`config.mk`:
```
export PLATFORM = sky130hd
export DESIGN_NAME = irm_ram
export DESIGN_NICKNAME = d
export VERILOG_FILES = /design/src/hdl/irm_ram.sv
export SDC_FILE = /design/constraint.sdc
export NUM_CORES = 1
export LEC_CHECK = 0
export BUFFER_PORTS_ARGS = -buffer_cell sky130_fd_sc_hd__buf_2
export CORE_MARGIN = 3
export CORE_UTILIZATION = 25
export CTS_CLUSTER_DIAMETER = 30
export CTS_CLUSTER_SIZE = 40
export DETAILED_ROUTE_END_ITERATION = 10
export GPL_TIMING_DRIVEN = 1
export PLACE_DENSITY = 0.41
export SYNTH_ARGS = -nofsm -noshare
export SYNTH_HDL_FRONTEND = slang
export SYNTH_SLANG_ARGS = --single-unit
```
`constraint.sdc`:
```
create_clock -name aclk -period 2.5 [get_ports aclk]
set_input_delay 0.75 -clock aclk [delete_from_list [all_inputs] [get_ports aclk]]
set_output_delay 0.75 -clock aclk [all_outputs]
set_load 0.01 [all_outputs]
```
`src/hdl/irm_ram.sv`:
```
// Interface rate meter: generic single-port-write, single-port-read RAM.
// Registered read data; no dependencies.
module irm_ram #(
    parameter int WIDTH = 8,
    parameter int DEPTH = 16
) (
    input  logic                                  aclk,
    input  logic                                  wr_en,
    input  logic [((DEPTH > 1) ? $clog2(DEPTH) : 1)-1:0] wr_addr,
    input  logic [WIDTH-1:0]                      wr_data,
    input  logic                                  rd_en,
    input  logic [((DEPTH > 1) ? $clog2(DEPTH) : 1)-1:0] rd_addr,
    output logic [WIDTH-1:0]                      rd_data
);

    logic [WIDTH-1:0] mem [DEPTH];
    logic [WIDTH-1:0] rd_data_reg;

    always_ff @(posedge aclk) begin
        if (wr_en) begin
            mem[wr_addr] <= wr_data;
        end
        if (rd_en) begin
            rd_data_reg <= mem[rd_addr];
        end
    end

    assign rd_data = rd_data_reg;

endmodule

```
==> qor.yml, run 1 <==
cts_max_level: 4
grtUsageMet2: 0.1603
p_leak_nw: 2.148
mostFrequentLayoutCells: "edfxtp_1 (136), buf_2 (26), mux4_2 (18), buf_4 (18), clkbuf_16 (17)"
final_area_mm2: 0.006459
postCtsSetupBuffers: 0
vias: 2468
drive_gt1_frac: 0.3211
wire_per_inst_um: 20.48
synth_area_mm2: 0.005228
timing.fmax_mhz: 500.8
cts-resized-gates: 0
cp-end-kind: "flop"
path_depth: 5
tns_ps: 0
fill_cells: 1956
setup_viol: 0
grt-ovfl-total: 0
die_y_um: 150.6
synth_seq_cells: 136
layout_commonest_cell: "edfxtp_1"
start_kind: "input pin"
status: "complete, no violations"
globalRouteMet1Util: 0.1600
ant_nets: 0
max_stage_delay_ps: 610
critical_path_class: "input pin to flop"
relSlewSlack: 0.7160
maxCapViolCount: 0
gp_congestion: 0.6756
rsz0062_at_grt: "false"
grt_usage: 0.1106
grtUsageMet3: 0.03161
grt_pass1_vias: 2641
cts_buffers: 17
powerDensity_mw_per_mm2: 851.8
io_pins: 27
yosysUniqueCellTypes: 18
layout.nets: 305
cts.sinks: 136
avgSynthCellArea_um2: 22.83
rows: 52
grt_max_degree: 33
grt_pass1_wl_um: 17310
largest_reg_flops: 128
dpl.hpwl_um: 7508
drv_slew: 0
synth_seq_area_share: 0.7812
crit_slowest_cell: "mux4_1"
antennaDiodeCount: 0
path_max_fanout: 14
holdBufCountCts: 0
crit_required_ps: 2660
finalCritPeriodShare: 0.7988
ctsLongestPathBuffers: 2
worst_ep_arrival_time_ps: 2150
numPortBuffers: 26
rr_worst_depth: 3
finalCriticalPeriod_ps: 1997
synth_cells: 229
cts_tree: "yes"
antenna_found_initial: 0
multi_input_area_mm2: 0.001057
finalHoldViolations: 0
drt_wl_total_um: 11650
vias_per_cell: 4.337
min_path_cells: 1
clkTransAtPathRegs_ps: 60
top_usage_layer: "met2"
synth-warning-count: 0
die-area_mm2: 0.02268
core-area_mm2: 0.02036
hp-class: "input pin to flop"
drc: 0
drt-initial-drc-count: 149
synth_fp_nets: 248
root_buffer: "clkbuf_16"
die_w_um: 150.6
placed_cell_area_mm2: 0.005824
tightest_slew_ps: 426.1
fin_skew_ps: 6.540
register_area_mm2: 0.004084
cp_top_family: "multiplexers"
crit_buf_inv: 2
clkLatencyLatePin_ps: 410
drtPass1Iterations: 4
synthToLayoutAreaGrowth_pct: 23.55
path_cells: "buf_2, buf_12, mux4_1, a22oi_1, nand2_1"
ir_worst_vdd_mv: 0.4499
start_util: 0.2567
cells in the mapped netlist:
cell type / n / area (µm²)
nand2b_1: 2 / 12.51
buf_6: 3 / 33.78
buf_4: 1 / 7.510
edfxtp_1: 136 / 4084
mux4_2: 18 / 405.4
nor3_1: 4 / 20.02
mux4_1: 14 / 367.9
buf_2: 3 / 15.01
nand3b_1: 2 / 15.01
nand2_1: 9 / 33.78
nor2b_1: 1 / 6.260
or3b_2: 1 / 8.760
a22oi_1: 16 / 120.1
clkdlybuf4s25_2: 3 / 30.03
nand3_1: 1 / 5.000
nor2_1: 13 / 48.80
and2b_1: 1 / 7.510
and2_1: 1 / 6.260
cell type report:
class | instances | area share
Clock buffer | 18 | 0.06645
Clock inverter | 14 | 0.03177
Multi-Input combinational cell | 83 | 0.1637
Sequential cell | 136 | 0.6323
Tap cell | 270 | 0.05231
Timing Repair Buffer | 48 | 0.05347
path summary, 6_finish.rpt:
path / start / end / slack [ps]
hold reg to reg: mem[11][1] / rd_data[1] / 750
hold / removal: rd_en / rd_data[4] / 730
setup / recovery: rd_addr[0] / rd_data[2] / 500
setup reg to reg: mem[1][2] / rd_data[2] / 970
stage by stage:
| stage | cells | hold WS, ps | setup WS, ps | power, mW | utilization |
|---|---|---|---|---|---|
| floorplan | 229 | 704.8 | 257.1 | 2.762 | - |
| global placement | 537 | 731.8 | 35.52 | 2.895 | 0.2860 |
| detailed placement | 537 | 744.2 | 38.03 | 2.898 | 0.2860 |
| CTS | 569 | 714.1 | 482.3 | 5.573 | 0.3172 |
| global route | 569 | 725.3 | 469.1 | 5.699 | 0.3172 |
| finish | 569 | 727.5 | 503.0 | 5.502 | 0.3172 |
logic make-up after synthesis:
| family | count (synthesis) | share of synthesized area |
|---|---|---|
| AND/OR/NAND/NOR | 35 | 0.03136 |
| flip-flops | 136 | 0.7812 |
| buffers and inverters | 10 | 0.01651 |
| multiplexers | 32 | 0.1479 |
| AO/OA/AOI/OAI | 16 | 0.02298 |
power by group:
part           switching, mW  internal (mW)  leakage, nW
sequential            0.0142           2.57         1.24
combinational          0.150          0.108        0.607
clock                  0.902           1.76        0.305
per-layer routing:
layer,vias to the layer above,wire length [µm]
li1,1095,-
met3,6,448
met5,-,0
met4,0,82
met1,1310,5862
met2,57,5258
(Power assumes the default switching activity.)
==> inputs of run 2 (changes only) <==
--- a/config.mk
+++ b/config.mk
@@ -12,7 +12,7 @@
 export CTS_CLUSTER_SIZE = 40
 export DETAILED_ROUTE_END_ITERATION = 10
 export GPL_TIMING_DRIVEN = 1
-export PLACE_DENSITY = 0.41
+export PLACE_DENSITY = 0.43
 export SYNTH_ARGS = -nofsm -noshare
 export SYNTH_HDL_FRONTEND = slang
 export SYNTH_SLANG_ARGS = --single-unit
==> constraint.sdc (replaced) <==
create_clock -name aclk -period 1.8 [get_ports aclk]
set_input_delay 0.54 -clock aclk [delete_from_list [all_inputs] [get_ports aclk]]
set_output_delay 0.54 -clock aclk [all_outputs]
set_load 0.01 [all_outputs]
==> qor.yml, run 2 (synthesis gave the netlist of run 1 again) <==
status: "complete, no violations"
grt_pass1_vias: 2588
clkLatencyLatePin_ps: 410
hp-class: "input pin to flop"
core-area_mm2: 0.02036
largest_reg_flops: 128
vias_per_cell: 4.310
p_leak_nw: 2.181
ant_nets: 0
drc: 0
clkTransAtPathRegs_ps: 60
antennaDiodeCount: 0
grt-ovfl-total: 0
grt_usage: 0.1070
cts-resized-gates: 0
start_util: 0.2567
grt_max_degree: 26
wire_per_inst_um: 19.56
drtPass1Iterations: 4
dpl.hpwl_um: 7440
fin_skew_ps: 4.312
vias: 2513
root_buffer: "clkbuf_16"
finalCritPeriodShare: 0.9632
fill_cells: 1959
dp.cells: 552
die-area_mm2: 0.02268
ir_worst_vdd_mv: 0.6930
critical_path_class: "input pin to flop"
antenna_found_initial: 0
cts_buffers: 17
final_cells: 583
drv_slew: 0
register_area_mm2: 0.004084
crit_required_ps: 1960
die_y_um: 150.6
finalHoldViolations: 0
multi_input_area_mm2: 0.001072
drt_wl_total_um: 11400
layout.nets: 320
relSlewSlack: 0.4402
mostFrequentLayoutCells: "edfxtp_1 (136), buf_4 (33), buf_2 (26), mux4_2 (18), clkbuf_16 (17)"
rows: 52
setup_viol: 0
grt_pass1_wl_um: 16880
path_max_fanout: 9
io_pins: 27
rsz0062_at_grt: "false"
gp_congestion: 0.6840
powerDensity_mw_per_mm2: 1103
synthToLayoutAreaGrowth_pct: 24.25
post-route-util: 0.3189
cts.sinks: 136
cts_tree: "yes"
worst_ep_arrival_time_ps: 1890
layout_commonest_cell: "edfxtp_1"
start_kind: "input pin"
maxCapViolCount: 0
dp_slack_ps: -419.1
cp-end-kind: "flop"
ctsLongestPathBuffers: 2
worst_slack_ps: 66.26
drive_gt1_frac: 0.3514
timing.fmax_mhz: 576.8
cts_max_level: 4
numPortBuffers: 26
finalCriticalPeriod_ps: 1734
tightest_slew_ps: 838.1
drt-initial-drc-count: 195
holdBufCountCts: 0
postCtsSetupBuffers: 0
die_w_um: 150.6
run 2: changes by cell type in the layout (fill, tap and decap cells not counted), sizes merged:
cell	previous run	this run
clkbuf	18	19
bufinv	5	2
clkinv	7	8
buf	48	63
run 2: path summary, 6_finish.rpt:
check	endpoint	start	slack, ps	cells past startpoint
max reg2reg	rd_data[0]	mem[2][0]	280	3
max	rd_data[3]	rd_addr[0]	70	6
min	mem[15][6]	wr_data[6]	520	1
min reg2reg	rd_data[7]	mem[14][7]	750	3
run 2: cell type report:
type                            instances  share of cell area
Clock buffer                           19             0.06665
Clock inverter                         12             0.01695
Multi-Input combinational cell         83              0.1651
Sequential cell                       136              0.6288
Tap cell                              270             0.05201
Timing Repair Buffer                   63             0.07051
run 2: per-layer routing:
layer	routed length [µm]	vias up	GRT usage	part of all wire
met5	0	-	0	0
met4	125	0	0.03400	0.011
met3	473	9	0.03311	0.041
met2	4996	50	0.1503	0.44
met1	5807	1333	0.1581	0.51
li1	-	1121	-	-
run 2: critical path, cell delays in order:
cell and delay, ps:
buf_2 140, buf_12 150, buf_4 140, mux4_1 560
a22oi_2 280, nand2_1 70
run 2: metrics by stage:
step	power [mW]	hold WS, ps	setup TNS (ps)	instance area, µm²
2_1_floorplan	3.838	638.9	-236.4	5240
3_3_place_gp	4.035	736.4	-2652	5942
6_report	7.166	517.0	0	6495
4_1_cts	7.255	504.8	0	6485
5_1_grt	7.437	505.3	0	6495
3_5_place_dp	4.040	744.8	-2940	5942
run 2: power breakdown:
group          switching, mW  total, mW  internal [mW]
Clock                   1.20       3.20           2.00
Combinational          0.209      0.378          0.168
Sequential            0.0182       3.59           3.57
==> inputs of run 3 (changes only) <==
--- a/config.mk
+++ b/config.mk
@@ -8,6 +8,7 @@
 export BUFFER_PORTS_ARGS = -buffer_cell sky130_fd_sc_hd__buf_2
 export CORE_MARGIN = 3
 export CORE_UTILIZATION = 25
+export CTS_BUF_LIST = sky130_fd_sc_hd__clkbuf_8
 export CTS_CLUSTER_DIAMETER = 30
 export CTS_CLUSTER_SIZE = 40
 export DETAILED_ROUTE_END_ITERATION = 10
==> qor.yml, run 3 (synthesis gave the netlist of run 1 again) <==
critical_path_class: "input pin to flop"
drt_wl_total_um: 11280
p_total_mw: 6.211
grt_usage: 0.1062
rows: 52
rr_worst_depth: 3
r2r-end: "rd_data[0]"
relSlewSlack: 0.4327
status: "complete, no violations"
core-area_mm2: 0.02036
layout_commonest_cell: "edfxtp_1"
rsz0062_at_grt: "false"
grt_pass1_wl_um: 16790
clkTransAtPathRegs_ps: 80
antenna_found_initial: 0
r2r_slack_ps: 200
io_pins: 27
ir_worst_vdd_mv: 0.4400
drtPass1Iterations: 4
cts_tree: "yes"
holdWs_ps: 493.6
cts.sinks: 136
grt_max_degree: 26
finalHoldViolations: 0
tightest_slew_ps: 849.2
dpl.hpwl_um: 7440
powerDensity_mw_per_mm2: 986.2
timing.fmax_mhz: 566.0
timing.rr.start: "mem[2][0]"
die_y_um: 150.6
hp-class: "input pin to flop"
root_buffer: "clkbuf_8"
clkLatencyLatePin_ps: 430
setup_viol: 0
mostFrequentLayoutCells: "edfxtp_1 (136), buf_4 (33), buf_2 (26), mux4_2 (18), clkbuf_8 (17)"
cp-end-kind: "flop"
hold_start: "rd_en"
ant_nets: 0
drt-initial-drc-count: 202
layout.nets: 320
maxCapViolCount: 0
ctsLongestPathBuffers: 2
finalCriticalPeriod_ps: 1767
cts_max_level: 4
p_leak_nw: 2.102
drive_gt1_frac: 0.3482
vias: 2472
gp_congestion: 0.6840
start_kind: "input pin"
path_max_fanout: 18
die_w_um: 150.6
drv_slew: 0
drc: 0
crit_required_ps: 1960
vias_per_cell: 4.240
antennaDiodeCount: 0
grt-ovfl-total: 0
fin_skew_ps: 10.87
synthToLayoutAreaGrowth_pct: 20.49
min_path_cells: 1
start_util: 0.2567
finalCritPeriodShare: 0.9815
die-area_mm2: 0.02268
numPortBuffers: 26
wire_per_inst_um: 19.34
largest_reg_flops: 128
worst_ep_arrival_time_ps: 1930
holdPathEnd: "rd_data[7]"
cts_buffers: 17
grt_pass1_vias: 2581
run 3: cell types whose count changed in the layout (fill, tap and decap cells not counted):
cell / previous run / this run
clkbuf_16: 17 / 0
inv_1: 0 / 2
a22oi_1: 14 / 15
a22oi_2: 2 / 1
clkbuf_8: 0 / 17
clkbuf_1: 2 / 0
run 3: metal layers:
metal	routed length [µm]	vias to the layer above	track usage
li1	-	1121	-
met1	5746	1295	0.1572
met2	4935	49	0.1505
met3	492	7	0.03311
met4	101	0	0.02992
met5	0	-	0
run 3: cell type report:
| type | instances | area (µm²) |
|---|---|---|
| Tap cell | 270 | 337.8 |
| Fill cell | 1982 | 14070 |
| Sequential cell | 136 | 4084 |
| Timing Repair Buffer | 63 | 457.9 |
| Clock inverter | 14 | 117.6 |
| Multi-Input combinational cell | 83 | 1067 |
| Clock buffer | 17 | 234.0 |
run 3: how the worst max path moves through the flow:
stage                from         end  slack [ps]  depth (start not counted)
2_1_floorplan  rd_addr[0]  rd_data[1]         -20                          5
3_3_place_gp   rd_addr[0]  rd_data[0]        -420                          5
3_5_place_dp   rd_addr[0]  rd_data[3]        -420                          6
4_1_cts        rd_addr[0]  rd_data[3]          60                          6
5_1_grt        rd_addr[0]  rd_data[0]          20                          5
6_report       rd_addr[0]  rd_data[0]          30                          5
run 3: metrics by stage:
stage | setup WS, ps | setup TNS, ps | util | std cells | instance area (µm²)
2_1_floorplan | -15.96 | -236.4 | - | 229 | 5240
3_5_place_dp | -419.1 | -2940 | 0.2918 | 552 | 5942
6_report | 33.29 | 0 | 0.3093 | 583 | 6299
4_1_cts | 60.15 | 0 | 0.3090 | 583 | 6294
3_3_place_gp | -422.1 | -2652 | 0.2918 | 552 | 5942
5_1_grt | 21.67 | 0 | 0.3093 | 583 | 6299
run 3: power breakdown:
| group | leakage [nW] | total [mW] | switching (mW) | internal [mW] |
|---|---|---|---|---|
| clock | 0.183 | 2.25 | 1.07 | 1.18 |
| combinational | 0.682 | 0.375 | 0.208 | 0.168 |
| sequential | 1.24 | 3.58 | 0.0185 | 3.57 |
run 3: critical path: stages:
cell and delay, ps:
buf_2 140, buf_12 200, mux4_1 560, a22oi_1 360, nand2_1 120
run 3: what timing repair did:
action,CTS,global route
hold endpoints to repair,0,0
hold buffers,0,0
setup endpoints to repair,0,1
resized for setup,0,1
buffers inserted,0,0
